===== src/hw/rtl/hsl_to_rgb_converter_assert.svh =====
// Assertion macros for the HSL to RGB converter.
// Both sample on clk_i; the first is quiet while rst_ni is low.
`ifndef HSL_TO_RGB_CONVERTER_ASSERT_SVH
`define HSL_TO_RGB_CONVERTER_ASSERT_SVH

`define HSLRGB_ASSERT(name, prop) \
  name: assert property (@(posedge clk_i) disable iff (!rst_ni) prop) \
    else $error("%m: check failed");

`define HSLRGB_ASSERT_ALWAYS(name, prop) \
  name: assert property (@(posedge clk_i) prop) \
    else $error("%m: check failed");

`endif


===== src/hw/rtl/hslrgb_pkg.sv =====
`timescale 1ns / 1ps

package hslrgb_pkg;

  localparam int unsigned PixW   = 8;   // width of every input and output field
  localparam int unsigned HuePosW = 10; // hue position in units of 1/768
  localparam int unsigned LevelW = 16;  // q and p in units of 2^-16
  localparam int unsigned WeightW = 8;  // ramp weight, 0..128
  localparam int unsigned AccW   = 23;  // channel level in units of 2^-23
  localparam int unsigned NumCh  = 3;

  localparam int unsigned ChRed   = 0;
  localparam int unsigned ChGreen = 1;
  localparam int unsigned ChBlue  = 2;

  localparam logic [PixW-1:0]    HalfLight   = 8'd128;
  localparam logic [HuePosW-1:0] HueThird    = 10'd256;
  localparam logic [HuePosW-1:0] HueTwoThird = 10'd512;
  localparam logic [HuePosW-1:0] HueFull     = 10'd768;
  localparam logic [HuePosW-1:0] SextHigh    = 10'd128;
  localparam logic [HuePosW-1:0] SextDown    = 10'd384;
  localparam logic [HuePosW-1:0] SextLow     = 10'd512;
  localparam logic [WeightW-1:0] WeightFull  = 8'd128;
  localparam logic [WeightW-1:0] WeightNone  = 8'd0;

  // Load enables, one per pipeline register stage.
  typedef struct packed {
    logic ld1;
    logic ld2;
    logic ld3;
    logic ld4;
  } stage_en_t;

  // Weight of the upper level for a hue position: ramp up, high, ramp down, low.
  function automatic logic [WeightW-1:0] hue_weight(input logic [HuePosW-1:0] x);
    logic [HuePosW-1:0] down;
    begin
      down = SextLow - x;
      if (x < SextHigh) begin
        hue_weight = x[WeightW-1:0];
      end else if (x < SextDown) begin
        hue_weight = WeightFull;
      end else if (x < SextLow) begin
        hue_weight = down[WeightW-1:0];
      end else begin
        hue_weight = WeightNone;
      end
    end
  endfunction

endpackage


===== src/hw/rtl/hslrgb_level.sv =====
`timescale 1ns / 1ps

// Stages 1 and 2: lightness times saturation and hue weights, then the
// upper level q, the lower level p and their difference.
module hslrgb_level (
  input  logic                                  clk_i,
  input  hslrgb_pkg::stage_en_t                 en_i,
  input  logic [hslrgb_pkg::PixW-1:0]           hue_i,
  input  logic [hslrgb_pkg::PixW-1:0]           saturation_i,
  input  logic [hslrgb_pkg::PixW-1:0]           lightness_i,
  output logic [hslrgb_pkg::LevelW-1:0]         lo_o,
  output logic [hslrgb_pkg::LevelW-1:0]         diff_o,
  output logic [hslrgb_pkg::NumCh-1:0][hslrgb_pkg::WeightW-1:0] w_o
);

  // stage 1
  logic [2*hslrgb_pkg::PixW-1:0] ls_d, ls_q;
  logic [hslrgb_pkg::PixW-1:0]   l_q, s_q;
  logic [hslrgb_pkg::HuePosW-1:0] xg, xr, xb;
  logic [hslrgb_pkg::NumCh-1:0][hslrgb_pkg::WeightW-1:0] w1_d, w1_q;

  // stage 2
  logic [hslrgb_pkg::LevelW:0]   q_ext, p_ext;
  logic [hslrgb_pkg::LevelW-1:0] q_d, p_d, lo_q, diff_d, diff_q;
  logic [hslrgb_pkg::NumCh-1:0][hslrgb_pkg::WeightW-1:0] w2_q;

  assign ls_d = lightness_i * saturation_i;

  always_comb begin
    xg = {1'b0, hue_i, 1'b0} + {2'b00, hue_i};
    xr = xg + hslrgb_pkg::HueThird;
    if (xr >= hslrgb_pkg::HueFull) begin
      xr = xr - hslrgb_pkg::HueFull;
    end
    xb = (xg >= hslrgb_pkg::HueThird) ? (xg - hslrgb_pkg::HueThird)
                                      : (xg + hslrgb_pkg::HueTwoThird);
    w1_d[hslrgb_pkg::ChRed]   = hslrgb_pkg::hue_weight(xr);
    w1_d[hslrgb_pkg::ChGreen] = hslrgb_pkg::hue_weight(xg);
    w1_d[hslrgb_pkg::ChBlue]  = hslrgb_pkg::hue_weight(xb);
  end

  always_ff @(posedge clk_i) begin
    if (en_i.ld1) begin
      ls_q <= ls_d;
      l_q  <= lightness_i;
      s_q  <= saturation_i;
      w1_q <= w1_d;
    end
  end

  // Upper level: l*(1+s) below one half, l+s-l*s otherwise.
  always_comb begin
    if (l_q < hslrgb_pkg::HalfLight) begin
      q_ext = {1'b0, l_q, 8'd0} + {1'b0, ls_q};
    end else begin
      q_ext = ({1'b0, l_q, 8'd0} + {1'b0, s_q, 8'd0}) - {1'b0, ls_q};
    end
    q_d    = q_ext[hslrgb_pkg::LevelW-1:0];
    p_ext  = {l_q, 9'd0} - {1'b0, q_d};
    p_d    = p_ext[hslrgb_pkg::LevelW-1:0];
    diff_d = q_d - p_d;
  end

  always_ff @(posedge clk_i) begin
    if (en_i.ld2) begin
      lo_q   <= p_d;
      diff_q <= diff_d;
      w2_q   <= w1_q;
    end
  end

  assign lo_o   = lo_q;
  assign diff_o = diff_q;
  assign w_o    = w2_q;

endmodule


===== src/hw/rtl/hslrgb_channel.sv =====
`timescale 1ns / 1ps

// Stages 3 and 4 of one channel: interpolate between the levels, then
// scale by 255 and truncate.
module hslrgb_channel (
  input  logic                              clk_i,
  input  hslrgb_pkg::stage_en_t             en_i,
  input  logic [hslrgb_pkg::LevelW-1:0]     lo_i,
  input  logic [hslrgb_pkg::LevelW-1:0]     diff_i,
  input  logic [hslrgb_pkg::WeightW-1:0]    w_i,
  output logic [hslrgb_pkg::PixW-1:0]       ch_o
);

  localparam int unsigned ProdW  = hslrgb_pkg::LevelW + hslrgb_pkg::WeightW;
  localparam int unsigned ScaleW = hslrgb_pkg::AccW + hslrgb_pkg::PixW;

  logic [ProdW-1:0]               prod;
  logic [hslrgb_pkg::AccW-1:0]    lvl_d, lvl_q;
  logic [ScaleW-1:0]              scaled;
  logic [hslrgb_pkg::PixW-1:0]    ch_d, ch_q;

  assign prod  = diff_i * w_i;
  assign lvl_d = {lo_i, 7'd0} + prod[hslrgb_pkg::AccW-1:0];

  always_ff @(posedge clk_i) begin
    if (en_i.ld3) begin
      lvl_q <= lvl_d;
    end
  end

  // level * 255 = level * 256 - level
  assign scaled = {lvl_q, 8'd0} - {8'd0, lvl_q};
  assign ch_d   = scaled[ScaleW-1:hslrgb_pkg::AccW];

  always_ff @(posedge clk_i) begin
    if (en_i.ld4) begin
      ch_q <= ch_d;
    end
  end

  assign ch_o = ch_q;

endmodule


===== src/hw/rtl/hsl_to_rgb_converter.sv =====
// HSL to RGB converter, four register stages.
// Items move through stages 1 to 4 in order; valid_o is the stage 4 valid bit.
// Throughput: one item per cycle with ready_i high; deepest logic: 8x8 then 16x8 multipliers.
// Each stage takes a new item when empty or when its item moves on, so bubbles collapse.
// Reset (rst_ni low, asynchronous) clears all stage valid bits; data registers keep contents.
`timescale 1ns / 1ps

`include "hsl_to_rgb_converter_assert.svh"

module hsl_to_rgb_converter (
  input  logic                          clk_i,
  input  logic                          rst_ni,
  input  logic                          valid_i,
  output logic                          ready_o,
  input  logic [hslrgb_pkg::PixW-1:0]   hue_i,
  input  logic [hslrgb_pkg::PixW-1:0]   saturation_i,
  input  logic [hslrgb_pkg::PixW-1:0]   lightness_i,
  output logic                          valid_o,
  input  logic                          ready_i,
  output logic [hslrgb_pkg::PixW-1:0]   red_o,
  output logic [hslrgb_pkg::PixW-1:0]   green_o,
  output logic [hslrgb_pkg::PixW-1:0]   blue_o
);

  logic [3:0]            v_d, v_q;
  hslrgb_pkg::stage_en_t en;

  logic [hslrgb_pkg::LevelW-1:0] lo, diff;
  logic [hslrgb_pkg::NumCh-1:0][hslrgb_pkg::WeightW-1:0] w;
  logic [hslrgb_pkg::NumCh-1:0][hslrgb_pkg::PixW-1:0] ch;

  // Load a stage when it is empty or its item advances.
  always_comb begin
    en.ld4 = !v_q[3] || ready_i;
    en.ld3 = !v_q[2] || en.ld4;
    en.ld2 = !v_q[1] || en.ld3;
    en.ld1 = !v_q[0] || en.ld2;
    v_d    = v_q;
    if (en.ld1) v_d[0] = valid_i;
    if (en.ld2) v_d[1] = v_q[0];
    if (en.ld3) v_d[2] = v_q[1];
    if (en.ld4) v_d[3] = v_q[2];
  end

  always_ff @(posedge clk_i or negedge rst_ni) begin
    if (!rst_ni) begin
      v_q <= '0;
    end else begin
      v_q <= v_d;
    end
  end

  assign ready_o = en.ld1;
  assign valid_o = v_q[3];

  hslrgb_level u_level (
    .clk_i        (clk_i),
    .en_i         (en),
    .hue_i        (hue_i),
    .saturation_i (saturation_i),
    .lightness_i  (lightness_i),
    .lo_o         (lo),
    .diff_o       (diff),
    .w_o          (w)
  );

  for (genvar c = 0; c < hslrgb_pkg::NumCh; c++) begin : g_ch
    hslrgb_channel u_channel (
      .clk_i  (clk_i),
      .en_i   (en),
      .lo_i   (lo),
      .diff_i (diff),
      .w_i    (w[c]),
      .ch_o   (ch[c])
    );
  end

  assign red_o   = ch[hslrgb_pkg::ChRed];
  assign green_o = ch[hslrgb_pkg::ChGreen];
  assign blue_o  = ch[hslrgb_pkg::ChBlue];

  `HSLRGB_ASSERT_ALWAYS(a_reset_clears, !rst_ni |=> (v_q == 4'd0))
  `HSLRGB_ASSERT(a_drain_frees_input, (valid_o && ready_i) |-> ready_o)
  `HSLRGB_ASSERT(a_stalled_stage_keeps, (v_q[1] && !en.ld3) |=> v_q[1])
  `HSLRGB_ASSERT(a_out_hold, (valid_o && !ready_i) |=> (valid_o && $stable(red_o)))

endmodule


===== config.mk =====
export PLATFORM = sky130hd
export DESIGN_NAME = hsl_to_rgb_converter
export DESIGN_NICKNAME = d
export VERILOG_FILES = /design/src/hw/rtl/hslrgb_pkg.sv /design/src/hw/rtl/hslrgb_level.sv /design/src/hw/rtl/hslrgb_channel.sv /design/src/hw/rtl/hsl_to_rgb_converter.sv
export VERILOG_INCLUDE_DIRS = /design/src /design/src/hw/rtl
export SDC_FILE = /design/constraint.sdc
export NUM_CORES = 1
export LEC_CHECK = 0
export BUFFER_PORTS_ARGS = -buffer_cell sky130_fd_sc_hd__buf_4
export CORE_ASPECT_RATIO = 0.6
export CORE_MARGIN = 2
export CORE_UTILIZATION = 65
export DETAILED_ROUTE_END_ITERATION = 16
export GPL_ROUTABILITY_DRIVEN = 0
export PLACE_DENSITY = 0.9
export SYNTH_ARGS = -nofsm -noshare
export SYNTH_HDL_FRONTEND = slang
export SYNTH_HIERARCHICAL = 1
export SYNTH_SLANG_ARGS = --single-unit

===== constraint.sdc =====
create_clock -name clk_i -period 7.9 [get_ports clk_i]
set_clock_uncertainty 0.15 [all_clocks]
set_input_delay 1.185 -clock clk_i [delete_from_list [all_inputs] [get_ports clk_i]]
set_output_delay 1.185 -clock clk_i [all_outputs]
set_load 0.01 [all_outputs]

==> key figures, run 1 <==
Outcome
  • Outcome: complete, no violations

Logic synthesis
  • XOR/XNOR share of the synthesized area: 4.57%
  • Synthesized-area fraction occupied by adder cells: 37.0%
  • Synth Flop Type: edfxtp_1
  • Post-synthesis simple-gate area fraction: 16.1%
  • Netlist cell types: 109
  • Most numerous cell in the Yosys netlist: inv_1
  • Main combinational cell family by area after synthesis: adder cells
  • Synth Warn #: 6
  • #FFs+latches synth: 208
  • Cell Area, Synth: 27,300 µm²
  • Synth top area share: 25.0%
  • Async SR Flop Fraction: 1.92%
  • Synth area leader: fa_1
  • Avg Cell Area, Syn: 9.63 µm²
  • Post-synth top cells: inv_1 (636), fa_1 (342), and2_1 (304), ha_1 (261), nand2_1 (217)
  • Mapped Nets: 3,470
  • Post-Synthesis Cells: 2,839
  • Post-synth EDFFs: 204
  • Synth Area in Compound Gates: 9.48%
  • Register area share after synthesis: 22.8%
  • Synth top area cells: fa_1 (25%), edfxtp_1 (22%), ha_1 (12%)
  • Multiplexer share of the synthesized area: 0.540%

Floorplanning
  • Core area: 41,700 µm²
  • Die Height: 163 µm
  • Die area: 43,800 µm²
  • Starting Density: 65.6%
  • Top Ports: 54
  • Die Span X: 269 µm
  • Core Rows: 58

CTS
  • Post-CTS Setup Bufs: 0
  • Insertion delay to the later sink of the worst-skew pair: 0.56 ns
  • H-tree levels: 1
  • Clk buf depth: 3
  • Post-CTS resize count: 0
  • Root Driver: clkbuf_16
  • CTS Hold Buffers Added: 0
  • Reg clk slew, reported paths: 0.07 ns
  • Clk sinks: 208
  • CTS tree: yes
  • TritonCTS buffer count: 25

Timing
  • Fin crit share: 74.4%
  • Actual slew at the worst max-slew pin: 1.13 ns
  • RSZ-0062 raised after global routing: false
  • Fmax: 0.170 GHz
  • Fin crit period: 5.88 ns
  • Setup TNS: 0 ns
  • Final setup viols: 0
  • Hold slack: 0.259 ns
  • Final Hold Viols: 0
  • Max Slew Vio Count: 0
  • Max_slew headroom: 24.7%

Finish
  • Storage cell area: 6230 µm²
  • Combined area of the multi-input logic cells: 18,500 µm²
  • NumNets Final: 3,517
  • Fillers: 2,873
  • Share of cells above drive strength 1: 5.40%
  • Area delta synth->final: 6.74%

Critical path
  • Worst reg2reg path depth: 14
  • Critical Path Sink: g_ch[2].u_channel/lvl_q[20]
  • Crit path cell chain: and2_1 > fa_1 > fa_1 > fa_1 > inv_1 > fa_1 > inv_1 > ha_1 > a211o_1 > or4_1 > o22a_2 > a41oi_4 > nor4bb_1 > a211o_1
  • Top Family by Delay on Critical Path: adder cells
  • Slowest CP cell: edfxtp_1
  • Cell repeated most along the worst path: fa_1
  • Data arrival, critical path: 6.04 ns
  • Critical R2R Launch: u_level/diff_o[6]
  • Crit path buffers/inverters: 2
  • WS Path Type: register to register
  • Critical Path End Type: register
  • Setup crit start kind: register
  • CP Launch Point: u_level/diff_o[6]
  • Endpoint of the lowest-slack register-to-register path: g_ch[2].u_channel/lvl_q[20]
  • Max incr delay on CP: 1.01 ns
  • Reg2Reg Setup Slack: 2.02 ns
  • Worst Path Max Fanout: 24
  • Crit. path cell count: 14
  • Required time of the worst setup path: 8.06 ns

Flow run
  • Max-cap viol count: 0

Global routing
  • Total GRT Usage: 30.9%
  • Largest net degree at the start of global routing: 71
  • Initial antenna violation count: 1
  • First-pass GRT wire length: 108,000 µm
  • Vias in the first global route: 21.9k
  • Grt total ovfl: 0

Routing
  • Remaining DRCs: 0
  • Routed WL: 65,000 µm
  • Routed vias: 20.6k
  • DRT antenna net count: 0
  • First-pass DRT Iterations: 6
  • Routed len/inst: 18.7 µm
  • Initial DRC Count: 2,124
  • Routed vias/inst: 5.92

Worst hold path
  • Type of the worst min-delay path: input pin to async pin

Placement
  • IO buf count: 53
  • DP Wirelength: 49,200 µm
cell type report:
cell class / count / share of cell area (%)
repair buffers: 64 / 1.65
diodes: 1 / 0.00858
multi-input cells: 1949 / 63.5
well taps: 570 / 2.44
clock inverters: 19 / 0.725
flip-flops and latches: 208 / 21.3
clock buffers: 27 / 2.17
inverters: 638 / 8.21
flip-flops by register name, indices dropped and copies added (netlist names):
| register | cells |
|---|---|
| g_ch.u_channel/ch_o | 24 |
| g_ch.u_channel/lvl_q | 69 |
| u_level/diff_o | 15 |
| u_level/l_q | 8 |
| u_level/lo_o | 16 |
| u_level/ls_q | 16 |
| u_level/s_q | 8 |
| u_level/w1_q | 24 |
| u_level/w_o | 24 |
| v_q | 4 |
cells by family (layout without fill, tap and decap cells):
logic type                 count (synthesis)  after routing
DFF                                      208            208
other                                      1              2
muxes                                     14             14
adders and majority gates                603            603
xor gates and xnor gates                 138            138
AOI/OAI and AO/OA                        386            386
and+or+nand+nor                          807            807
buffers and inverters                    682            748
how the worst min path moves through the flow:
stage	start	to	slack, ns	depth (start not counted)
floorplan	u_level/w1_q[0]	u_level/w_o[0]	0.25	0
global placement	u_level/w1_q[19]	u_level/w_o[19]	0.25	0
detailed placement	u_level/w1_q[18]	u_level/w_o[18]	0.25	0
CTS	rst_ni	v_q[0]	0.25	1
global route	rst_ni	v_q[2]	0.26	1
finish	rst_ni	v_q[0]	0.26	1
stage by stage:
| stage | util, % | cell area (µm²) | setup slack (ns) | std cells |
|---|---|---|---|---|
| final | 70.0 | 29200 | 2.02 | 3476 |
| after global routing | 70.0 | 29200 | 1.86 | 3475 |
| after CTS | 70.0 | 29200 | 2.10 | 3475 |
| after detailed placement | 68.0 | 28300 | 1.87 | 3429 |
| after global placement | 68.0 | 28300 | 2.14 | 3429 |
| after floorplan | - | 27300 | 2.59 | 2839 |
layout by cell type (no fill, tap or decap), drive strengths merged, types with 77 or more instances in the layout:
master	instances
nand2	217
edfxtp	204
ha	261
xnor2	98
o21ai	77
and2	305
inv	646
nor2	86
fa	342
a21oi	115
per-layer routing:
metal | vias to the layer above | wire length, µm | track usage [%] | part of all wire, %
met5 | - | 0 | 0 | 0
met4 | 0 | 2280 | 11.0 | 3.5
met3 | 218 | 6250 | 6.61 | 9.6
met2 | 1066 | 30500 | 51.1 | 47
met1 | 10100 | 25900 | 40.4 | 40
li1 | 9221 | - | - | -
Power of run 1 is not shown: default switching activity piles up to over one toggle a cycle in this logic, so the estimate is an artifact.
==> inputs of run 2 (changes only) <==
--- a/config.mk
+++ b/config.mk
@@ -6,6 +6,7 @@
 export SDC_FILE = /design/constraint.sdc
 export NUM_CORES = 1
 export LEC_CHECK = 0
+export ABC_AREA = 1
 export BUFFER_PORTS_ARGS = -buffer_cell sky130_fd_sc_hd__buf_4
 export CORE_ASPECT_RATIO = 0.6
 export CORE_MARGIN = 2
==> constraint.sdc (replaced) <==
create_clock -name clk_i -period 5.5 [get_ports clk_i]
set_clock_uncertainty 0.15 [all_clocks]
set_input_delay 0.825 -clock clk_i [delete_from_list [all_inputs] [get_ports clk_i]]
set_output_delay 0.825 -clock clk_i [all_outputs]
set_load 0.01 [all_outputs]
==> run 2 against run 1 <==
Cell count grew 38%; die area is 11% higher; clock-buffer cell count grew 1; sequential share of layout area down 2.1 points; hold slack better by 0.0087 ns.
==> key figures, run 2 <==
CTS
  • Post-CTS resize count: 0
  • H-tree levels: 1
  • CTS tree: yes
  • Clk sinks: 208
  • TritonCTS buffer count: 25
  • Root Driver: clkbuf_16
  • Reg clk slew, reported paths: 0.06 ns
  • Insertion delay to the later sink of the worst-skew pair: 0.60 ns
  • CTS Hold Buffers Added: 1
  • Clk buf depth: 3
  • Post-CTS Setup Bufs: 0

Timing
  • Final Hold Viols: 0
  • Fin crit period: 5.21 ns
  • Fmax: 0.192 GHz
  • Hold slack: 0.268 ns
  • Setup TNS: 0 ns
  • Max Slew Vio Count: 0
  • Final setup viols: 0
  • Max_slew headroom: 22.1%
  • Actual slew at the worst max-slew pin: 1.17 ns
  • Fin crit share: 94.7%
  • RSZ-0062 raised after global routing: false

Routing
  • DRT antenna net count: 0
  • Initial DRC Count: 3,158
  • Routed WL: 75,000 µm
  • First-pass DRT Iterations: 7
  • Remaining DRCs: 0
  • Routed len/inst: 15.6 µm
  • Routed vias: 25.8k
  • Routed vias/inst: 5.38

Logic synthesis
  • #FFs+latches synth: 208
  • Synth top area share: 22.4%
  • Most numerous cell in the Yosys netlist: nand2_1
  • Avg Cell Area, Syn: 7.33 µm²
  • Synth Warn #: 6
  • Post-Synthesis Cells: 4,168
  • Async SR Flop Fraction: 1.92%
  • Mapped Nets: 4,799
  • Cell Area, Synth: 30,500 µm²
  • Synth Flop Type: edfxtp_1
  • Netlist cell types: 54
  • Register area share after synthesis: 20.4%
  • Post-synth EDFFs: 204
  • Synth top area cells: fa_1 (22%), edfxtp_1 (20%), nand2_1 (15%)
  • Post-synth top cells: nand2_1 (1,244), inv_1 (1,191), fa_1 (342), ha_1 (261), nor2_1 (214)
  • Synth area leader: fa_1

Critical path
  • Required time of the worst setup path: 5.69 ns
  • Max incr delay on CP: 1.12 ns
  • Worst Path Max Fanout: 24
  • Setup crit start kind: register
  • Data arrival, critical path: 5.40 ns
  • Crit path cell chain: nand2_1 > inv_1 > fa_1 > fa_1 > fa_1 > inv_1 > fa_1 > inv_1 > ha_1 > nand2_1 > inv_1 > nand3_1 > nor2_1 > nand3_1 > nand4_1 > nand2_1
  • Critical Path End Type: register
  • WS Path Type: register to register
  • Slowest CP cell: edfxtp_1
  • Reg2Reg Setup Slack: 0.29 ns

Floorplanning
  • Core Rows: 61
  • Die Height: 172 µm
  • Core area: 46,300 µm²
  • Die Span X: 284 µm
  • Top Ports: 54
  • Die area: 48,800 µm²
  • Starting Density: 65.9%

Finish
  • Reg with most FFs: g_ch.u_channel/lvl_q
  • Fillers: 3,500
  • Most frequent cells in the layout: nand2_1 (1,243), inv_1 (1,191), fa_1 (342)
  • Area delta synth->final: 5.81%
  • Antenna cell count: 0
  • Share of cells above drive strength 1: 5.56%
  • Most common cell after layout, fill and taps aside: nand2_1
  • Number of flip-flops in the largest register: 69
  • NumNets Final: 4,787

Global routing
  • Initial antenna violation count: 0
  • Vias in the first global route: 25.4k
  • First-pass GRT wire length: 124,000 µm
  • Total GRT Usage: 31.5%
  • Largest net degree at the start of global routing: 68
  • Grt total ovfl: 0

Placement
  • IO buf count: 53
  • DP Wirelength: 58,400 µm

Worst hold path
  • Type of the worst min-delay path: input pin to register

Flow run
  • Max-cap viol count: 0

Outcome
  • Outcome: complete, no violations
run 2: cell count changes in the layout (fill, tap and decap cells not counted), moves of 75 or more:
cell     before   now
xnor2_1      97    22
nand3_1      31   162
nand2_1     217  1243
and2_1      304     6
nor2_1       86   214
inv_1       636  1191
run 2: worst max-delay path: cells and delay by family, from the launching register on:
kind / cells / cell delay [ns]
adder cells (fa/ha/maj): 5 / 2.41
flip-flops: 1 / 1.12
AND/OR/NAND/NOR: 7 / 0.93
buffers and inverters: 4 / 0.36
run 2: cells by family after synthesis:
group	Yosys count	synth area share (%)
and+or+nand+nor	1777	24.5
buffers and inverters	1318	16.3
adders and majority gates	603	33.1
DFF	208	20.4
AOI/OAI and AO/OA	182	3.39
xor gates and xnor gates	79	2.32
other	1	0.0123
run 2: metal layers:
layer	up-vias	share of wire, %	GRT usage (%)
met4	0	2.8	9.48
met2	1422	44	50.3
met3	197	12	8.14
met5	-	0	0
li1	12200	-	-
met1	12000	41	42.7
run 2: cell type report:
| cell class | instances | area [µm²] | area share [%] |
|---|---|---|---|
| flip-flops and latches | 208 | 6230 | 19.3 |
| inverters | 1202 | 4520 | 14.0 |
| clock inverters | 18 | 206 | 0.639 |
| multi-input cells | 2642 | 19300 | 59.9 |
| well taps | 630 | 788 | 2.44 |
| repair buffers | 77 | 593 | 1.84 |
| clock buffers | 28 | 637 | 1.97 |
run 2: worst paths after layout:
| kind | depth (start not counted) | from | end |
|---|---|---|---|
| setup / recovery | 16 | u_level/diff_o[11] | g_ch[0].u_channel/lvl_q[22] |
| hold / removal | 3 | valid_i | v_q[0] |
| setup reg to reg | 16 | u_level/diff_o[11] | g_ch[0].u_channel/lvl_q[22] |
| hold reg to reg | 0 | u_level/w1_q[17] | u_level/w_o[17] |
| max in group asynchronous | 2 | rst_ni | v_q[3] |
| min in group asynchronous | 2 | rst_ni | v_q[2] |
run 2: per-stage QoR:
stage	utilization [%]	area [µm²]	instances	worst slack, ns
2_1_floorplan	-	30500	4168	0.617
3_3_place_gp	67.9	31500	4758	0.461
3_5_place_dp	67.9	31500	4758	0.375
4_1_cts	69.7	32300	4805	0.375
5_1_grt	69.7	32300	4805	0.0107
6_report	69.7	32300	4805	0.291
Power of run 2 is left out for the same reason.
